$ cat config.mk
export PLATFORM = sky130hd
export DESIGN_NAME = url_percent_decoder_flat
export DESIGN_NICKNAME = d
export VERILOG_FILES = /design/src/hdl/upd_pkg.sv /design/src/hdl/upd_if.sv /design/src/hdl/upd_front.sv /design/src/hdl/upd_queue.sv /design/src/hdl/upd_back.sv /design/src/hdl/url_percent_decoder.sv /design/src/flat_wrapper.sv
export SDC_FILE = /design/constraint.sdc
export NUM_CORES = 1
export LEC_CHECK = 0
export BUFFER_PORTS_ARGS = -buffer_cell sky130_fd_sc_hd__buf_4
export CAP_MARGIN = 20
export CORE_ASPECT_RATIO = 1.5
export CORE_MARGIN = 4
export CORE_UTILIZATION = 61
export DETAILED_ROUTE_END_ITERATION = 10
export PLACE_DENSITY_LB_ADDON = 0.3
export REMOVE_ABC_BUFFERS = 1
export SYNTH_ARGS = -nofsm -noshare
export SYNTH_HDL_FRONTEND = slang
export SYNTH_SLANG_ARGS = --single-unit
$ cat constraint.sdc
create_clock -name clk -period 3.19 [get_ports clk]
set_input_delay 0.638 -clock clk [delete_from_list [all_inputs] [get_ports clk]]
set_output_delay 0.638 -clock clk [all_outputs]
set_load 0.02 [all_outputs]
$ cat src/hdl/upd_pkg.sv
// ----------------------------------------------------------------------------
// upd_pkg: shared definitions for the URL percent decoder
// Character codes, queue entry type and the nibble and plain-text mappings.
// ----------------------------------------------------------------------------
package upd_pkg;

	localparam logic [7:0] PCT_CHAR   = 8'h25;
	localparam logic [7:0] PLUS_CHAR  = 8'h2B;
	localparam logic [7:0] SPACE_CHAR = 8'h20;
	localparam logic [7:0] FAIL_BYTE  = 8'hFF;

	localparam int QUEUE_DEPTH = 2;

	// one queue entry: up to three result bytes from one accepted item
	typedef struct packed {
		logic [2:0][7:0] chars;
		logic [1:0]      last_idx;
		logic            fin;
	} job_t;

	function automatic logic [3:0] nibble_of(input logic [7:0] c);
		logic [3:0] n;
		n = 4'd0;
		if (c >= 8'h30 && c <= 8'h39) begin
			n = c[3:0];
		end else if (c >= 8'h41 && c <= 8'h46) begin
			n = 4'(c[3:0] + 4'd9);
		end
		return n;
	endfunction

	function automatic logic [7:0] plain_map(input logic [7:0] c);
		return (c == PLUS_CHAR) ? SPACE_CHAR : c;
	endfunction

endpackage

$ cat src/hdl/upd_if.sv
// ----------------------------------------------------------------------------
// upd_in_if / upd_out_if: valid-ready channels of the URL percent decoder
// Raw encoded bytes in, decoded bytes out.
// ----------------------------------------------------------------------------
interface upd_in_if;
	logic       valid;
	logic       ready;
	logic [7:0] in_char;
	logic       is_final;

	modport source (output valid, output in_char, output is_final, input ready);
	modport sink   (input valid, input in_char, input is_final, output ready);
endinterface

interface upd_out_if;
	logic       valid;
	logic       ready;
	logic [7:0] out_char;
	logic       string_end;
	logic       run_last;

	modport source (output valid, output out_char, output string_end,
		output run_last, input ready);
	modport sink   (input valid, input out_char, input string_end,
		input run_last, output ready);
endinterface

$ cat src/hdl/upd_front.sv
// ----------------------------------------------------------------------------
// upd_front: escape tracking and classification
// Accepts raw bytes, follows the escape phase and pushes result groups.
// ----------------------------------------------------------------------------
module upd_front (
	input  logic         clk,
	input  logic         arst_n,
	upd_in_if.sink       enc,
	output logic         push_valid,
	input  logic         push_ready,
	output upd_pkg::job_t push_job
);

	typedef enum logic [1:0] {
		PH_NORMAL = 2'd0,
		PH_PCT    = 2'd1,
		PH_PAIR   = 2'd2
	} phase_t;

	phase_t     phase_q, phase_d;
	logic [7:0] first_q, first_d;
	logic       emit;
	logic       accept;
	logic [7:0] pair_val;
	upd_pkg::job_t job;

	assign enc.ready = push_ready;
	assign accept    = enc.valid && enc.ready;
	assign pair_val  = {upd_pkg::nibble_of(first_q), upd_pkg::nibble_of(enc.in_char)};

	always_comb begin
		job      = '0;
		job.fin  = enc.is_final;
		emit     = 1'b0;
		phase_d  = phase_q;
		first_d  = first_q;
		case (phase_q)
			PH_PCT: begin
				if (enc.is_final) begin
					job.chars[0] = upd_pkg::PCT_CHAR;
					job.chars[1] = upd_pkg::plain_map(enc.in_char);
					job.last_idx = 2'd1;
					emit         = 1'b1;
					phase_d      = PH_NORMAL;
					first_d      = 8'd0;
				end else begin
					first_d = enc.in_char;
					phase_d = PH_PAIR;
				end
			end
			PH_PAIR: begin
				if (pair_val == upd_pkg::FAIL_BYTE) begin
					job.chars[0] = upd_pkg::PCT_CHAR;
					job.chars[1] = first_q;
					job.chars[2] = enc.in_char;
					job.last_idx = 2'd2;
				end else begin
					job.chars[0] = pair_val;
				end
				emit    = 1'b1;
				phase_d = PH_NORMAL;
				first_d = 8'd0;
			end
			default: begin
				phase_d = PH_NORMAL;
				if (enc.in_char == upd_pkg::PCT_CHAR && !enc.is_final) begin
					phase_d = PH_PCT;
				end else begin
					job.chars[0] = upd_pkg::plain_map(enc.in_char);
					emit         = 1'b1;
					if (enc.is_final) begin
						first_d = 8'd0;
					end
				end
			end
		endcase
	end

	assign push_valid = accept && emit;
	assign push_job   = job;

	always_ff @(posedge clk or negedge arst_n) begin
		if (!arst_n) begin
			phase_q <= PH_NORMAL;
			first_q <= 8'd0;
		end else if (accept) begin
			phase_q <= phase_d;
			first_q <= first_d;
		end
	end

	a_final_resets: assert property (@(posedge clk) disable iff (!arst_n)
		accept && enc.is_final |=> phase_q == PH_NORMAL)
		else $error("escape phase not cleared after final item");

	a_pct_silent: assert property (@(posedge clk) disable iff (!arst_n)
		accept && phase_q == PH_NORMAL && enc.in_char == upd_pkg::PCT_CHAR
		&& !enc.is_final |-> !push_valid)
		else $error("escape start produced a result");

endmodule

$ cat src/hdl/upd_queue.sv
// ----------------------------------------------------------------------------
// upd_queue: result group queue
// Short register queue between the classifier and the output sequencer.
// ----------------------------------------------------------------------------
module upd_queue #(
	parameter int Depth = upd_pkg::QUEUE_DEPTH
) (
	input  logic          clk,
	input  logic          arst_n,
	input  logic          push_valid,
	output logic          push_ready,
	input  upd_pkg::job_t push_job,
	output logic          pop_valid,
	input  logic          pop_ready,
	output upd_pkg::job_t pop_job
);

	localparam int PtrW = (Depth > 1) ? $clog2(Depth) : 1;
	localparam int CntW = $clog2(Depth + 1);

	upd_pkg::job_t mem_q [Depth];
	logic [PtrW-1:0] wr_ptr_q, rd_ptr_q;
	logic [CntW-1:0] count_q;
	logic            do_push, do_pop;

	assign push_ready = (count_q != CntW'(Depth));
	assign pop_valid  = (count_q != '0);
	assign pop_job    = mem_q[rd_ptr_q];
	assign do_push    = push_valid && push_ready;
	assign do_pop     = pop_valid && pop_ready;

	function automatic logic [PtrW-1:0] next_ptr(input logic [PtrW-1:0] p);
		return (p == PtrW'(Depth - 1)) ? '0 : PtrW'(p + 1'b1);
	endfunction

	always_ff @(posedge clk) begin
		if (do_push) begin
			mem_q[wr_ptr_q] <= push_job;
		end
	end

	always_ff @(posedge clk or negedge arst_n) begin
		if (!arst_n) begin
			wr_ptr_q <= '0;
			rd_ptr_q <= '0;
			count_q  <= '0;
		end else begin
			if (do_push) begin
				wr_ptr_q <= next_ptr(wr_ptr_q);
			end
			if (do_pop) begin
				rd_ptr_q <= next_ptr(rd_ptr_q);
			end
			if (do_push && !do_pop) begin
				count_q <= CntW'(count_q + 1'b1);
			end else if (do_pop && !do_push) begin
				count_q <= CntW'(count_q - 1'b1);
			end
		end
	end

	a_count_bound: assert property (@(posedge clk) disable iff (!arst_n)
		count_q <= CntW'(Depth))
		else $error("queue count beyond depth");

	a_ptr_track: assert property (@(posedge clk) disable iff (!arst_n)
		(count_q == '0 || count_q == CntW'(Depth)) |-> wr_ptr_q == rd_ptr_q)
		else $error("queue pointers out of step with count");

endmodule

$ cat src/hdl/upd_back.sv
// ----------------------------------------------------------------------------
// upd_back: output sequencer
// Holds one result group and hands its bytes out one per output item.
// ----------------------------------------------------------------------------
module upd_back (
	input  logic          clk,
	input  logic          arst_n,
	input  logic          pop_valid,
	output logic          pop_ready,
	input  upd_pkg::job_t pop_job,
	upd_out_if.source     dec
);

	upd_pkg::job_t job_q;
	logic [1:0]    idx_q;
	logic          busy_q;
	logic          at_last;
	logic          take;

	assign at_last   = (idx_q == job_q.last_idx);
	assign take      = !busy_q || (dec.ready && at_last);
	assign pop_ready = take;

	assign dec.valid      = busy_q;
	assign dec.run_last   = at_last;
	assign dec.string_end = at_last && job_q.fin;

	always_comb begin
		case (idx_q)
			2'd0:    dec.out_char = job_q.chars[0];
			2'd1:    dec.out_char = job_q.chars[1];
			2'd2:    dec.out_char = job_q.chars[2];
			default: dec.out_char = job_q.chars[0];
		endcase
	end

	always_ff @(posedge clk) begin
		if (take && pop_valid) begin
			job_q <= pop_job;
		end
	end

	always_ff @(posedge clk or negedge arst_n) begin
		if (!arst_n) begin
			busy_q <= 1'b0;
			idx_q  <= 2'd0;
		end else if (take) begin
			busy_q <= pop_valid;
			idx_q  <= 2'd0;
		end else if (dec.ready) begin
			idx_q <= 2'(idx_q + 1'b1);
		end
	end

	a_idx_bound: assert property (@(posedge clk) disable iff (!arst_n)
		busy_q |-> idx_q <= job_q.last_idx)
		else $error("result index beyond group end");

	a_advance: assert property (@(posedge clk) disable iff (!arst_n)
		busy_q && dec.ready && !at_last |=> busy_q && idx_q == $past(idx_q) + 2'd1)
		else $error("sequencer failed to advance within group");

endmodule

$ cat src/hdl/url_percent_decoder.sv
// ----------------------------------------------------------------------------
// url_percent_decoder: form-encoded URL string decoder
// Top level: classifier, result queue and output sequencer.
// ----------------------------------------------------------------------------
// One raw byte enters per item on enc and decoded bytes leave on dec. '+'
// becomes a space; '%' takes the next two bytes as a hex pair (uppercase
// only, other bytes count as zero), and a pair worth 0xFF is passed through
// literally as three bytes. An item is accepted in every cycle while the
// result queue (QueueDepth groups) has room; an item that gives n results
// holds the output sequencer for all n of its bytes, so while dec is ready
// the sustained rate is one item per cycle for plain text; otherwise the
// output bytes set the pace. The first result of an item is registered in
// the result queue and then in the output sequencer before it is offered.
// string_end marks a string's last byte; run_last, an input item's last result.
module url_percent_decoder #(
	parameter int QueueDepth = upd_pkg::QUEUE_DEPTH
) (
	input  logic      clk,
	input  logic      arst_n,
	upd_in_if.sink    enc,
	upd_out_if.source dec
);

	logic          push_valid, push_ready;
	logic          pop_valid, pop_ready;
	upd_pkg::job_t push_job, pop_job;

	upd_front u_front (
		.clk       (clk),
		.arst_n    (arst_n),
		.enc       (enc),
		.push_valid(push_valid),
		.push_ready(push_ready),
		.push_job  (push_job)
	);

	upd_queue #(
		.Depth(QueueDepth)
	) u_queue (
		.clk       (clk),
		.arst_n    (arst_n),
		.push_valid(push_valid),
		.push_ready(push_ready),
		.push_job  (push_job),
		.pop_valid (pop_valid),
		.pop_ready (pop_ready),
		.pop_job   (pop_job)
	);

	upd_back u_back (
		.clk      (clk),
		.arst_n   (arst_n),
		.pop_valid(pop_valid),
		.pop_ready(pop_ready),
		.pop_job  (pop_job),
		.dec      (dec)
	);

endmodule

$ cat src/flat_wrapper.sv
// flat-port wrapper written by rule: the top's interface ports become plain ports
module url_percent_decoder_flat 
#(
	parameter int QueueDepth = upd_pkg::QUEUE_DEPTH
)
  (clk, arst_n, enc_valid, enc_in_char, enc_is_final, enc_ready, dec_valid, dec_out_char, dec_string_end, dec_run_last, dec_ready);
  upd_in_if enc_i ();
  upd_out_if dec_i ();
  input  logic clk;
  input  logic arst_n;
  input wire logic [$bits(enc_i.valid)-1:0] enc_valid;
  input wire logic [$bits(enc_i.in_char)-1:0] enc_in_char;
  input wire logic [$bits(enc_i.is_final)-1:0] enc_is_final;
  output wire logic [$bits(enc_i.ready)-1:0] enc_ready;
  output wire logic [$bits(dec_i.valid)-1:0] dec_valid;
  output wire logic [$bits(dec_i.out_char)-1:0] dec_out_char;
  output wire logic [$bits(dec_i.string_end)-1:0] dec_string_end;
  output wire logic [$bits(dec_i.run_last)-1:0] dec_run_last;
  input wire logic [$bits(dec_i.ready)-1:0] dec_ready;
  assign enc_i.valid = enc_valid;
  assign enc_i.in_char = enc_in_char;
  assign enc_i.is_final = enc_is_final;
  assign enc_ready = enc_i.ready;
  assign dec_valid = dec_i.valid;
  assign dec_out_char = dec_i.out_char;
  assign dec_string_end = dec_i.string_end;
  assign dec_run_last = dec_i.run_last;
  assign dec_i.ready = dec_ready;
  url_percent_decoder #(.QueueDepth(QueueDepth)) u_core (.clk(clk), .arst_n(arst_n), .enc(enc_i), .dec(dec_i));
endmodule
==> flow_summary.html, run 1 <==
<table>
<tr><th>Metric</th><th>Value</th></tr>
<tr><th colspan="2">Outcome</th></tr>
<tr><td>Status</td><td>completed</td></tr>
<tr><th colspan="2">Routing</th></tr>
<tr><td>Wire length per cell</td><td>18.19 um</td></tr>
<tr><td>Via count</td><td>2856</td></tr>
<tr><td>Final ANT Viol Nets</td><td>0</td></tr>
<tr><td>Initial DRC Count</td><td>182</td></tr>
<tr><td>First-pass iteration count of the detailed router</td><td>4</td></tr>
<tr><td>Total detailed-routing wirelength</td><td>8966 um</td></tr>
<tr><td>Post-route DRC</td><td>0</td></tr>
<tr><td>Via density</td><td>5.793</td></tr>
<tr><th colspan="2">Yosys</th></tr>
<tr><td>Synth top area share</td><td>52.83%</td></tr>
<tr><td>Synth top area cells</td><td>edfxtp_1 53%, dfrtp_1 9.2%, mux2_2 6.6%, ha_1 3.0%, nand2_1 2.7%</td></tr>
<tr><td>Post-synthesis async set-or-reset flop share</td><td>17.35%</td></tr>
<tr><td>Number of enable-type register cells in the synthesized netlist</td><td>81</td></tr>
<tr><td>Dominant synthesized flop cell</td><td>edfxtp_1</td></tr>
<tr><td>Register area share after synthesis</td><td>62.07%</td></tr>
<tr><td>Cell count after synthesis</td><td>353</td></tr>
<tr><td>Yosys warning total</td><td>0</td></tr>
<tr><td>Number of distinct library cells after synthesis</td><td>56</td></tr>
<tr><td>Mean instance size in the synthesized netlist</td><td>13.04 um2</td></tr>
<tr><td>Netlist area before placement</td><td>4604 um2</td></tr>
<tr><td>Number of flip-flops and latches in the synthesized netlist</td><td>98</td></tr>
<tr><td>Top cell type by total area after synthesis</td><td>edfxtp_1</td></tr>
<tr><th colspan="2">Flow run</th></tr>
<tr><td>Number of max-cap violations</td><td>0</td></tr>
<tr><th colspan="2">Global routing</th></tr>
<tr><td>Via count of the first global-routing pass</td><td>2919</td></tr>
<tr><td>Overflow left after global routing</td><td>0</td></tr>
<tr><td>Total routing usage reported by global routing</td><td>21.45%</td></tr>
<tr><td>Initial antenna violation count</td><td>0</td></tr>
<tr><td>Wire length of the first global-routing pass</td><td>14350 um</td></tr>
<tr><td>Largest net degree at the start of global routing</td><td>29</td></tr>
<tr><th colspan="2">Timing</th></tr>
<tr><td>Unrepaired setup endpoints after global routing</td><td>no</td></tr>
<tr><td>Setup ws final</td><td>0.6326 ns</td></tr>
<tr><td>Final Slew Violations</td><td>0</td></tr>
<tr><td>Slew at the pin closest to its max-slew limit</td><td>0.7378 ns</td></tr>
<tr><td>Accumulated negative setup slack</td><td>0 ns</td></tr>
<tr><td>Maximum achievable frequency</td><td>391.0 MHz</td></tr>
<tr><td>Setup-failing EPs final</td><td>0</td></tr>
<tr><td>Clock Skews</td><td>0.01035 ns</td></tr>
<tr><td>Hold violation count in the final report</td><td>0</td></tr>
<tr><td>Final critical delay including setup and external delays</td><td>2.557 ns</td></tr>
<tr><td>Fin crit share</td><td>80.17%</td></tr>
<tr><td>Headroom to the max-slew limit</td><td>50.19%</td></tr>
<tr><th colspan="2">Die</th></tr>
<tr><td>Starting density of the core</td><td>63.30%</td></tr>
<tr><td>Width of the chip</td><td>78.94 um</td></tr>
<tr><td>CORE AREA</td><td>7274 um2</td></tr>
<tr><td>Cell row count</td><td>38</td></tr>
<tr><td>DIE AREA</td><td>9031 um2</td></tr>
<tr><td>Boundary Pins</td><td>25</td></tr>
<tr><td>Die outline height</td><td>114.4 um</td></tr>
<tr><th colspan="2">Power and ir drop</th></tr>
<tr><td>Maximum vdd ir drop</td><td>511.8 uV</td></tr>
<tr><td>Clk network pwr share</td><td>21.3%</td></tr>
<tr><td>Net switching power</td><td>1.247 mW</td></tr>
<tr><td>Part of the power in combinational logic</td><td>30.9%</td></tr>
<tr><td>Lkg Pwr</td><td>1.924 nW</td></tr>
<tr><td>Power per unit of standard cell area</td><td>782.2 nW/um2</td></tr>
<tr><td>Net switching share of the total power</td><td>30.83%</td></tr>
<tr><td>Sequential group share of total power</td><td>47.8%</td></tr>
<tr><td>Internal power</td><td>2.797 mW</td></tr>
<tr><th colspan="2">Clock network</th></tr>
<tr><td>Clock net sink count</td><td>98</td></tr>
<tr><td>Number of gates resized after cts</td><td>0</td></tr>
<tr><td>Number of buffers inserted by hold repair at cts</td><td>0</td></tr>
<tr><td>Total CTS buffers</td><td>9</td></tr>
<tr><td>Insertion delay of the later-clocked pin in the worst-skew pair</td><td>0.36 ns</td></tr>
<tr><td>Clock root cell</td><td>clkbuf_8</td></tr>
<tr><td>Clock edge transition at the registers on the reported setup and hold paths</td><td>0.09 ns</td></tr>
<tr><td>Maximum number of buffers from clock root to sink</td><td>2</td></tr>
<tr><td>Post-CTS setup buffer count</td><td>0</td></tr>
<tr><td>Number of H-tree branching levels</td><td>3</td></tr>
<tr><td>TritonCTS clock tree</td><td>yes</td></tr>
<tr><th colspan="2">Worst setup path</th></tr>
<tr><td>Critical Path RT</td><td>3.28 ns</td></tr>
<tr><td>R2R Setup Slk</td><td>0.63 ns</td></tr>
<tr><td>Depth of the most critical reg-to-reg path</td><td>6</td></tr>
<tr><td>Data arrival time of the critical path</td><td>2.64 ns</td></tr>
<tr><td>Class of the most critical setup path</td><td>reg2reg</td></tr>
<tr><td>Critical path endpoint category</td><td>flop</td></tr>
<tr><td>Maximum fanout along the worst path</td><td>6</td></tr>
<tr><td>Endpoint of the worst register-to-register path</td><td>u_core.u_queue.mem_q[0][6]</td></tr>
<tr><td>Critical register-to-register path startpoint</td><td>u_core.u_front.first_q[7]</td></tr>
<tr><td>Startpoint class of the critical path</td><td>flop</td></tr>
<tr><th colspan="2">Final layout</th></tr>
<tr><td>Number of antenna diodes</td><td>0</td></tr>
<tr><td>Layout Utilization</td><td>71.07%</td></tr>
<tr><td>Share of cells above drive strength 1</td><td>21.88%</td></tr>
<tr><td>Count of fill cells added during filler insertion</td><td>518</td></tr>
<tr><td>Nets@finish</td><td>412</td></tr>
<tr><td>Area delta synth-&gt;final</td><td>12.28%</td></tr>
<tr><th colspan="2">Worst hold path</th></tr>
<tr><td>Worst hold path type</td><td>in2async</td></tr>
<tr><th colspan="2">Place</th></tr>
<tr><td>HPWL after detailed placement</td><td>6419 um</td></tr>
<tr><td>Placer Congestion</td><td>1.032</td></tr>
<tr><td>Port Buffer Count</td><td>24</td></tr>
<tr><td>Post-Place Setup Slack</td><td>0.3388 ns</td></tr>
</table>
cells by family after synthesis:
| group | synth area share (%) |
|---|---|
| AND/OR/NAND/NOR | 12.96 |
| flip-flops | 62.07 |
| AO/OA/AOI/OAI | 11.22 |
| multiplexers | 7.038 |
| buffers and inverters | 2.310 |
| adder cells (fa/ha/maj) | 2.989 |
| XOR/XNOR | 1.332 |
| other | 0.08144 |
cell usage in the layout, fill, tap and decap left out, types with 3 or more instances in the layout:
master | netlist | routed
conb_1 | 1 | 10
edfxtp_1 | 81 | 81
dfrtp_1 | 17 | 17
a22o_1 | 6 | 6
nand3_1 | 3 | 3
nor2_1 | 14 | 13
mux2_2 | 27 | 27
o21bai_1 | 3 | 3
ha_1 | 11 | 11
a21oi_1 | 8 | 8
o21ai_0 | 22 | 22
nand4_1 | 3 | 3
nand2_1 | 33 | 33
and3_1 | 9 | 9
xor2_1 | 5 | 5
nor3_1 | 3 | 3
a22oi_1 | 9 | 9
buf_4 | 0 | 30
nor2b_1 | 10 | 10
and2_1 | 6 | 6
clkbuf_8 | 0 | 11
inv_1 | 13 | 13
nor4_1 | 3 | 3
clkbuf_16 | 0 | 3
nand2b_1 | 6 | 6
sequential cells by signal, summed over array words and instances, names as in the netlist:
| register | count |
|---|---|
| u_core.u_back.dec.valid | 1 |
| u_core.u_queue.wr_ptr_q | 1 |
| u_core.u_queue.mem_q | 54 |
| u_core.u_front.phase_q | 2 |
| u_core.u_queue.count_q | 2 |
| u_core.u_back.job_q | 27 |
| u_core.u_queue.rd_ptr_q | 1 |
| u_core.u_back.idx_q | 2 |
| u_core.u_front.first_q | 8 |
how the worst max path moves through the flow:
| stage | start | endpoint | slack, ns | depth (start not counted) |
|---|---|---|---|---|
| after floorplan | enc_in_char[1] | u_core.u_queue.mem_q[0][0] | 0.27 | 6 |
| after global placement | enc_in_char[4] | u_core.u_queue.mem_q[1][19] | 0.34 | 8 |
| after detailed placement | enc_in_char[0] | u_core.u_queue.mem_q[0][6] | 0.34 | 9 |
| after CTS | u_core.u_front.first_q[7] | u_core.u_queue.mem_q[0][6] | 0.63 | 6 |
| after global routing | u_core.u_front.first_q[1] | u_core.u_queue.mem_q[0][6] | 0.46 | 8 |
| final | u_core.u_front.first_q[7] | u_core.u_queue.mem_q[0][6] | 0.63 | 6 |
worst max-delay path: stages (launching register included):
cell and delay (ns):
dfrtp_1 0.40, or4b_1 0.63, nor4_2 0.36, o32a_2 0.23, o2111ai_2 0.14, a2111oi_4 0.35
o32ai_1 0.17
cells in the mapped netlist, types with 3 or more instances:
master	n
nand4_1	3
ha_1	11
dfrtp_1	17
clkbuf_1	11
nor2_1	14
nor4_1	3
inv_1	13
a22o_1	6
nor3_1	3
buf_1	3
o21ai_0	22
a22oi_1	9
and2_1	6
edfxtp_1	81
nor2b_1	10
mux2_2	27
nand2b_1	6
a21oi_1	8
and3_1	9
nand3_1	3
o21bai_1	3
nand2_1	33
xor2_1	5
power groups by stage:
stage | Combinational (mW) | Clock (mW) | Sequential, mW
floorplan | 0.787 | 0 | 1.97
global placement | 1.24 | 0 | 1.94
detailed placement | 1.26 | 0 | 1.96
CTS | 1.27 | 0.884 | 1.94
global route | 1.37 | 0.930 | 1.96
finish | 1.25 | 0.861 | 1.93
layout make-up:
class / instances / area (um2) / share of cell area [%]
Sequential cell: 98 / 2858 / 55.28
Multi-Input combinational cell: 236 / 1677 / 32.43
Clock buffer: 14 / 226.5 / 4.380
Timing Repair Buffer: 30 / 225.2 / 4.356
Tap cell: 100 / 125.1 / 2.420
Inverter: 13 / 48.80 / 0.9439
Clock inverter: 2 / 10.01 / 0.1936
layer usage:
layer  global-route usage [%]  share of wire, %  up-vias
li1                         -                 -     1384
met1                    22.54                38     1393
met2                    38.63                54       53
met3                    4.646               3.1       26
met4                    13.07               5.2        0
met5                        0                 0        -
metrics by stage:
step,hold WS (ns),std cells,instance area (um2),power (mW)
after floorplan,0.3424,347,4581,2.762
after global placement,0.4921,477,4933,3.180
after detailed placement,0.5036,477,4933,3.225
after CTS,0.1054,493,5170,4.095
after global routing,0.1119,493,5170,4.267
final,0.1276,493,5170,4.044
Note: power is estimated with default switching activity, not from simulation.
==> run 2, diff against run 1 <==
clock period = 2.63 ns   (was 3.19 ns; I/O delays follow)
==> flow_summary.html, run 2 (same netlist as run 1, synthesis figures left out) <==
<table>
<tr><th>Metric</th><th>Value</th></tr>
<tr><th colspan="2">Clock network</th></tr>
<tr><td>Maximum number of buffers from clock root to sink</td><td>2 (unchanged)</td></tr>
<tr><td>Number of buffers inserted by hold repair at cts</td><td>0 (unchanged)</td></tr>
<tr><td>Insertion delay of the later-clocked pin in the worst-skew pair</td><td>0.35 ns (about the same)</td></tr>
<tr><td>Clock root cell</td><td>clkbuf_8</td></tr>
<tr><td>Clock net sink count</td><td>98 (unchanged)</td></tr>
<tr><td>Clock edge transition at the registers on the reported setup and hold paths</td><td>0.08 ns (about the same)</td></tr>
<tr><td>TritonCTS clock tree</td><td>yes</td></tr>
<tr><td>Total CTS buffers</td><td>9 (unchanged)</td></tr>
<tr><td>Number of H-tree branching levels</td><td>3 (unchanged)</td></tr>
<tr><th colspan="2">Routing</th></tr>
<tr><td>Final ANT Viol Nets</td><td>0 (unchanged)</td></tr>
<tr><td>Via count</td><td>2949 (+3.3%)</td></tr>
<tr><td>Via density</td><td>5.886 (+1.6%)</td></tr>
<tr><td>Initial DRC Count</td><td>202 (+11%)</td></tr>
<tr><td>First-pass iteration count of the detailed router</td><td>4 (unchanged)</td></tr>
<tr><td>Total detailed-routing wirelength</td><td>9011 um (+0.50%)</td></tr>
<tr><td>Post-route DRC</td><td>0 (unchanged)</td></tr>
<tr><td>Wire length per cell</td><td>17.99 um (-1.1%)</td></tr>
<tr><th colspan="2">Place</th></tr>
<tr><td>HPWL after detailed placement</td><td>6373 um (-0.71%)</td></tr>
<tr><td>Port Buffer Count</td><td>24 (unchanged)</td></tr>
<tr><td>Placer Congestion</td><td>0.9872 (-4.4%)</td></tr>
<tr><td>Post-Place Setup Slack</td><td>-0.001462 ns (-0.3403 ns)</td></tr>
<tr><td>DP Cell Count</td><td>485 (+1.7%)</td></tr>
<tr><td>Placed instance area</td><td>5019 um2 (+1.7%)</td></tr>
<tr><th colspan="2">Final layout</th></tr>
<tr><td>Area delta synth-&gt;final</td><td>13.48%</td></tr>
<tr><td>Commonest cells after routing, fill and taps aside</td><td>81 x edfxtp_1, 36 x buf_4, 33 x nand2_1</td></tr>
<tr><td>Largest reg by FF count</td><td>u_core.u_queue.mem_q</td></tr>
<tr><td>Number of standard cells in the layout, taps in and fillers out</td><td>501 (+1.6%)</td></tr>
<tr><td>Cell area after layout</td><td>5225 um2 (+1.1%)</td></tr>
<tr><td>Share of cells above drive strength 1</td><td>23.44% (+1.6 points)</td></tr>
<tr><td>Most frequent standard cell in the layout excluding fill and tap cells</td><td>edfxtp_1</td></tr>
<tr><td>Largest register FFs</td><td>54 (unchanged)</td></tr>
<tr><td>Nets@finish</td><td>420 (+1.9%)</td></tr>
<tr><td>Number of antenna diodes</td><td>0 (unchanged)</td></tr>
<tr><td>Largest registers</td><td>u_core.u_queue.mem_q: 54 flops, u_core.u_back.job_q: 27 flops, u_core.u_front.first_q: 8 flops</td></tr>
<tr><th colspan="2">Timing</th></tr>
<tr><td>Setup ws final</td><td>0.1853 ns (-0.4473 ns)</td></tr>
<tr><td>Clock Skews</td><td>0.008723 ns (-0.001628 ns)</td></tr>
<tr><td>Headroom to the max-slew limit</td><td>57.85% (+7.7 points)</td></tr>
<tr><td>Slew at the pin closest to its max-slew limit</td><td>0.6310 ns (-0.1068 ns)</td></tr>
<tr><td>Final Slew Violations</td><td>0 (unchanged)</td></tr>
<tr><td>Setup-failing EPs final</td><td>0 (unchanged)</td></tr>
<tr><td>Accumulated negative setup slack</td><td>0 ns (unchanged)</td></tr>
<tr><td>Fin crit share</td><td>92.95% (+13 points)</td></tr>
<tr><td>Worst-case hold slack</td><td>0.02987 ns (-0.09778 ns)</td></tr>
<tr><td>Hold violation count in the final report</td><td>0 (unchanged)</td></tr>
<tr><td>Maximum achievable frequency</td><td>409.1 MHz (+4.6%)</td></tr>
<tr><td>Final critical delay including setup and external delays</td><td>2.445 ns (-0.1127 ns)</td></tr>
<tr><td>Unrepaired setup endpoints after global routing</td><td>no</td></tr>
<tr><th colspan="2">Worst setup path</th></tr>
<tr><td>Endpoint of the worst register-to-register path</td><td>u_core.u_queue.mem_q[1][6]</td></tr>
<tr><td>Depth of the most critical reg-to-reg path</td><td>6 (unchanged)</td></tr>
<tr><td>Data arrival time of the critical path</td><td>2.52 ns (-0.12 ns)</td></tr>
<tr><td>Maximum fanout along the worst path</td><td>6 (unchanged)</td></tr>
<tr><td>Startpoint class of the critical path</td><td>flop</td></tr>
<tr><td>R2R Setup Slk</td><td>0.19 ns (-0.45 ns)</td></tr>
<tr><td>Critical Path RT</td><td>2.71 ns (-0.57 ns)</td></tr>
<tr><td>Class of the most critical setup path</td><td>reg2reg</td></tr>
<tr><td>Critical register-to-register path startpoint</td><td>u_core.u_front.first_q[7]</td></tr>
<tr><td>Critical path endpoint category</td><td>flop</td></tr>
<tr><th colspan="2">Die</th></tr>
<tr><td>Width of the chip</td><td>78.94 um (unchanged)</td></tr>
<tr><td>Starting density of the core</td><td>63.30% (unchanged)</td></tr>
<tr><td>DIE AREA</td><td>9031 um2 (unchanged)</td></tr>
<tr><td>Die outline height</td><td>114.4 um (unchanged)</td></tr>
<tr><td>Boundary Pins</td><td>25 (unchanged)</td></tr>
<tr><td>CORE AREA</td><td>7274 um2 (unchanged)</td></tr>
<tr><td>Cell row count</td><td>38 (unchanged)</td></tr>
<tr><th colspan="2">Power and ir drop</th></tr>
<tr><td>Maximum vdd ir drop</td><td>870.6 uV (+70%)</td></tr>
<tr><td>Internal power</td><td>3.314 mW (+18%)</td></tr>
<tr><td>Net switching share of the total power</td><td>31.16% (+0.33 points)</td></tr>
<tr><td>Clk network pwr share</td><td>18.9% (-2.4 points)</td></tr>
<tr><td>Part of the power in combinational logic</td><td>32.6% (+1.7 points)</td></tr>
<tr><td>Power per unit of standard cell area</td><td>921.4 nW/um2 (+18%)</td></tr>
<tr><td>Lkg Pwr</td><td>1.949 nW (+1.3%)</td></tr>
<tr><td>Sequential group share of total power</td><td>48.5% (+0.7 points)</td></tr>
<tr><td>Net switching power</td><td>1.500 mW (+20%)</td></tr>
<tr><th colspan="2">Global routing</th></tr>
<tr><td>Met2 routing resource usage after global routing</td><td>39.59% (+0.96 points)</td></tr>
<tr><td>Overflow left after global routing</td><td>0 (unchanged)</td></tr>
<tr><td>Grt met3 use</td><td>3.937% (-0.71 points)</td></tr>
<tr><td>Initial antenna violation count</td><td>0 (unchanged)</td></tr>
<tr><td>Largest net degree at the start of global routing</td><td>29 (unchanged)</td></tr>
<tr><td>Via count of the first global-routing pass</td><td>3045 (+4.3%)</td></tr>
<tr><td>Total routing usage reported by global routing</td><td>21.84% (+0.39 points)</td></tr>
<tr><td>Met1 track utilization from global routing</td><td>23.89% (+1.4 points)</td></tr>
<tr><td>Layer with the highest usage</td><td>met2</td></tr>
<tr><td>Wire length of the first global-routing pass</td><td>14650 um (+2.1%)</td></tr>
<tr><th colspan="2">Worst hold path</th></tr>
<tr><td>Worst hold path type</td><td>in2async</td></tr>
<tr><th colspan="2">Outcome</th></tr>
<tr><td>Status</td><td>completed</td></tr>
<tr><th colspan="2">Flow run</th></tr>
<tr><td>Number of max-cap violations</td><td>0 (unchanged)</td></tr>
</table>
==> run 2: cell count changes in the layout (fill, tap and decap cells not counted), sizes merged <==
cell | before | now
buf | 30 | 38
==> run 2: through the flow <==
stage / util [%] / total power, mW
floorplan: - / 3.350
global placement: 68.99 / 3.897
detailed placement: 68.99 / 3.962
CTS: 71.65 / 4.870
global route: 71.83 / 5.095
finish: 71.83 / 4.814
==> run 2: how the worst max path moves through the flow <==
stage,from,to,slack (ns),depth (start not counted)
final,u_core.u_front.first_q[7],u_core.u_queue.mem_q[1][6],0.19,6
after global routing,u_core.u_back.idx_q[0],dec_out_char[2],0.04,5
after CTS,u_core.u_front.first_q[7],u_core.u_queue.mem_q[1][6],0.09,6
after detailed placement,enc_in_char[0],u_core.u_queue.mem_q[0][6],-0.001,9
after global placement,enc_in_char[0],u_core.u_queue.mem_q[0][6],0.07,9
after floorplan,u_core.u_front.phase_q[0],u_core.u_queue.mem_q[0][0],-0.22,6
==> run 2: critical path, cell delays in order, from the launching register on <==
cell and delay [ns]:
dfrtp_1 0.40, or4b_1 0.55, nor4_2 0.32, o32a_2 0.23, o2111ai_2 0.14, a2111oi_4 0.35, o32ai_1 0.18
==> run 2: timing repair <==
item	in CTS	in global routing
setup buffers	0	0
setup endpoints to repair	0	4
resized for setup	0	2
==> run 2: layer usage <==
layer	up-vias	part of all wire, %
met4	0	3.5
li1	1405	-
met3	27	2.9
met2	76	56
met5	-	0
met1	1441	37
==> run 2: final cells by class <==
type | instances | area [um2]
Sequential cell | 98 | 2858
Fill cell | 537 | 2049
Multi-Input combinational cell | 236 | 1689
Timing Repair Buffer | 38 | 310.3
Clock buffer | 14 | 183.9
Tap cell | 100 | 125.1
Inverter | 13 | 48.80
Clock inverter | 2 | 10.01
==> run 2: power by group through the flow <==
| stage | Clock, mW | Sequential, mW | Combinational, mW |
|---|---|---|---|
| detailed placement | 0 | 2.37 | 1.59 |
| global route | 1.01 | 2.37 | 1.71 |
| CTS | 0.938 | 2.34 | 1.59 |
| finish | 0.910 | 2.34 | 1.57 |
| global placement | 0 | 2.35 | 1.55 |
| floorplan | 0 | 2.40 | 0.954 |
==> run 3, diff against run 2 <==
clock period = 2.4 ns   (was 2.63 ns; I/O delays follow)
==> flow_summary.html, run 3 (same netlist as run 1, synthesis figures left out) <==
<table>
<tr><th>Metric</th><th>Value</th></tr>
<tr><th colspan="2">Global routing</th></tr>
<tr><td>Overflow left after global routing</td><td>0 (unchanged)</td></tr>
<tr><td>Wire length of the first global-routing pass</td><td>15390 um (+5.1%)</td></tr>
<tr><td>Largest net degree at the start of global routing</td><td>29 (unchanged)</td></tr>
<tr><td>Initial antenna violation count</td><td>0 (unchanged)</td></tr>
<tr><td>Total routing usage reported by global routing</td><td>22.85% (+1.0 points)</td></tr>
<tr><td>Via count of the first global-routing pass</td><td>3048 (+0.099%)</td></tr>
<tr><th colspan="2">Final layout</th></tr>
<tr><td>Largest registers</td><td>u_core.u_queue.mem_q: 54 flops, u_core.u_back.job_q: 27 flops, u_core.u_front.first_q: 8 flops</td></tr>
<tr><td>Layout Utilization</td><td>76.06% (+4.2 points)</td></tr>
<tr><td>Largest register FFs</td><td>54 (unchanged)</td></tr>
<tr><td>Cell area after layout</td><td>5533 um2 (+5.9%)</td></tr>
<tr><td>Largest reg by FF count</td><td>u_core.u_queue.mem_q</td></tr>
<tr><td>Most frequent standard cell in the layout excluding fill and tap cells</td><td>edfxtp_1</td></tr>
<tr><td>Share of cells above drive strength 1</td><td>31.62% (+8.2 points)</td></tr>
<tr><td>Number of antenna diodes</td><td>0 (unchanged)</td></tr>
<tr><td>Area delta synth-&gt;final</td><td>20.16%</td></tr>
<tr><td>Nets@finish</td><td>446 (+6.2%)</td></tr>
<tr><td>Commonest cells after routing, fill and taps aside</td><td>81 x edfxtp_1, 61 x buf_4, 33 x nand2_1</td></tr>
<tr><th colspan="2">Routing</th></tr>
<tr><td>Wire length per cell</td><td>18.14 um (+0.84%)</td></tr>
<tr><td>Final ANT Viol Nets</td><td>0 (unchanged)</td></tr>
<tr><td>Via count</td><td>3003 (+1.8%)</td></tr>
<tr><td>Post-route DRC</td><td>0 (unchanged)</td></tr>
<tr><td>Via density</td><td>5.698 (-3.2%)</td></tr>
<tr><td>First-pass iteration count of the detailed router</td><td>4 (unchanged)</td></tr>
<tr><td>Initial DRC Count</td><td>199 (-1.5%)</td></tr>
<tr><td>Total detailed-routing wirelength</td><td>9558 um (+6.1%)</td></tr>
<tr><th colspan="2">Power and ir drop</th></tr>
<tr><td>Lkg Pwr</td><td>2.079 nW (+6.7%)</td></tr>
<tr><td>Sum of internal, switching and leakage power</td><td>5.211 mW (+8.2%)</td></tr>
<tr><td>Internal power</td><td>3.535 mW (+6.7%)</td></tr>
<tr><td>Power per unit of standard cell area</td><td>941.8 nW/um2 (+2.2%)</td></tr>
<tr><td>Maximum vdd ir drop</td><td>485.3 uV (-44%)</td></tr>
<tr><td>Sequential group share of total power</td><td>49.7% (+1.2 points)</td></tr>
<tr><td>Clk network pwr share</td><td>17.2% (-1.7 points)</td></tr>
<tr><td>Net switching share of the total power</td><td>32.16% (+1.0 points)</td></tr>
<tr><td>Part of the power in combinational logic</td><td>33.1% (+0.5 points)</td></tr>
<tr><td>Net switching power</td><td>1.676 mW (+12%)</td></tr>
<tr><th colspan="2">Clock network</th></tr>
<tr><td>TritonCTS clock tree</td><td>yes</td></tr>
<tr><td>Insertion delay of the later-clocked pin in the worst-skew pair</td><td>0.36 ns (about the same)</td></tr>
<tr><td>Number of H-tree branching levels</td><td>3 (unchanged)</td></tr>
<tr><td>Clock edge transition at the registers on the reported setup and hold paths</td><td>0.09 ns (about the same)</td></tr>
<tr><td>Maximum number of buffers from clock root to sink</td><td>2 (unchanged)</td></tr>
<tr><td>Clock net sink count</td><td>98 (unchanged)</td></tr>
<tr><td>Clock root cell</td><td>clkbuf_8</td></tr>
<tr><td>Total CTS buffers</td><td>9 (unchanged)</td></tr>
<tr><th colspan="2">Die</th></tr>
<tr><td>Boundary Pins</td><td>25 (unchanged)</td></tr>
<tr><td>Die outline height</td><td>114.4 um (unchanged)</td></tr>
<tr><td>Cell row count</td><td>38 (unchanged)</td></tr>
<tr><td>Width of the chip</td><td>78.94 um (unchanged)</td></tr>
<tr><td>DIE AREA</td><td>9031 um2 (unchanged)</td></tr>
<tr><td>CORE AREA</td><td>7274 um2 (unchanged)</td></tr>
<tr><td>Starting density of the core</td><td>63.30% (unchanged)</td></tr>
<tr><th colspan="2">Flow run</th></tr>
<tr><td>Number of max-cap violations</td><td>0 (unchanged)</td></tr>
<tr><th colspan="2">Timing</th></tr>
<tr><td>Fin crit share</td><td>96.97% (+4.0 points)</td></tr>
<tr><td>Hold violation count in the final report</td><td>0 (unchanged)</td></tr>
<tr><td>Headroom to the max-slew limit</td><td>59.34% (+1.5 points)</td></tr>
<tr><td>Final critical delay including setup and external delays</td><td>2.327 ns (-0.1175 ns)</td></tr>
<tr><td>Maximum achievable frequency</td><td>429.7 MHz (+5.0%)</td></tr>
<tr><td>Slew at the pin closest to its max-slew limit</td><td>0.6087 ns (-0.02225 ns)</td></tr>
<tr><td>Final Slew Violations</td><td>0 (unchanged)</td></tr>
<tr><td>Clock Skews</td><td>0.01894 ns (+0.01022 ns)</td></tr>
<tr><td>Worst-case hold slack</td><td>0.3612 ns (+0.3314 ns)</td></tr>
<tr><td>Setup-failing EPs final</td><td>0 (unchanged)</td></tr>
<tr><td>Unrepaired setup endpoints after global routing</td><td>no</td></tr>
<tr><th colspan="2">Worst setup path</th></tr>
<tr><td>Maximum fanout along the worst path</td><td>6 (unchanged)</td></tr>
<tr><td>Class of the most critical setup path</td><td>reg2reg</td></tr>
<tr><td>Startpoint class of the critical path</td><td>flop</td></tr>
<tr><td>Critical path endpoint category</td><td>flop</td></tr>
<tr><td>Critical Path RT</td><td>2.50 ns (-0.21 ns)</td></tr>
<tr><td>Data arrival time of the critical path</td><td>2.43 ns (-0.09 ns)</td></tr>
<tr><th colspan="2">Place</th></tr>
<tr><td>Port Buffer Count</td><td>24 (unchanged)</td></tr>
<tr><td>HPWL after detailed placement</td><td>6844 um (+7.4%)</td></tr>
<tr><td>Placed instance area</td><td>5191 um2 (+3.4%)</td></tr>
<tr><td>Placer Congestion</td><td>0.9155 (-7.3%)</td></tr>
<tr><th colspan="2">Worst hold path</th></tr>
<tr><td>Worst hold path type</td><td>in2reg</td></tr>
<tr><th colspan="2">Outcome</th></tr>
<tr><td>Status</td><td>completed</td></tr>
</table>
[run 3: critical path, stage by stage (launching register included)]
cell and delay, ns:
dfrtp_2 0.46, buf_4 0.17, ha_1 0.24, nand2b_1 0.11
nor3_2 0.06, buf_4 0.16, o32a_1 0.35, nand4_1 0.16
nor2_1 0.09, a22o_1 0.27
[run 3: path summary, 6_finish.rpt]
kind / start / endpoint / slack, ns / cells past startpoint
setup reg to reg: u_core.u_front.first_q[0] / u_core.u_queue.mem_q[1][12] / 0.07 / 9
hold reg to reg: u_core.u_queue.wr_ptr_q / u_core.u_queue.wr_ptr_q / 0.53 / 1
setup / recovery: u_core.u_front.first_q[0] / u_core.u_queue.mem_q[1][12] / 0.07 / 9
max in group asynchronous: arst_n / u_core.u_front.first_q[0] / 1.67 / 2
min in group asynchronous: arst_n / u_core.u_queue.count_q[0] / 0.53 / 2
hold / removal: enc_is_final / u_core.u_queue.mem_q[0][0] / 0.36 / 1
[run 3: repair_timing]
item	in CTS	in global routing
hold buffers	1	0
pin swaps	5	3
setup endpoints to repair	13	25
gates resized for setup	9	20
buffers inserted	1	1
hold endpoints to repair	17	0
[run 3: stage by stage]
stage | setup slack (ns) | std cells | TNS [ns]
final | 0.07283 | 527 | 0
after floorplan | -0.4528 | 347 | -12.95
after CTS | -0.02341 | 526 | -0.09159
after global placement | -0.3096 | 508 | -14.80
after detailed placement | -0.3461 | 508 | -15.52
after global routing | 0.003237 | 527 | 0
[run 3: routing by layer]
| layer | global-route usage [%] | part of all wire (%) | vias up |
|---|---|---|---|
| li1 | - | - | 1457 |
| met1 | 26.83 | 38 | 1430 |
| met2 | 38.57 | 53 | 76 |
| met3 | 3.858 | 3.2 | 40 |
| met4 | 14.79 | 5.6 | 0 |
| met5 | 0 | 0 | - |
[run 3: cell type report]
cell class / instances / area [um2]
multi-input combinational: 236 / 1828
timing repair buffer: 64 / 508.0
clock inverter: 5 / 31.28
inverter: 13 / 48.80
fill: 471 / 1742
clock buffer: 11 / 131.4
tap: 100 / 125.1
sequential: 98 / 2860
[run 3: power groups by stage]
stage	Sequential, mW	Combinational [mW]	Clock [mW]
CTS	2.59	1.75	0.905
floorplan	2.63	1.05	0
finish	2.59	1.72	0.898
detailed placement	2.63	1.73	0
global placement	2.59	1.70	0
global route	2.63	1.89	0.993
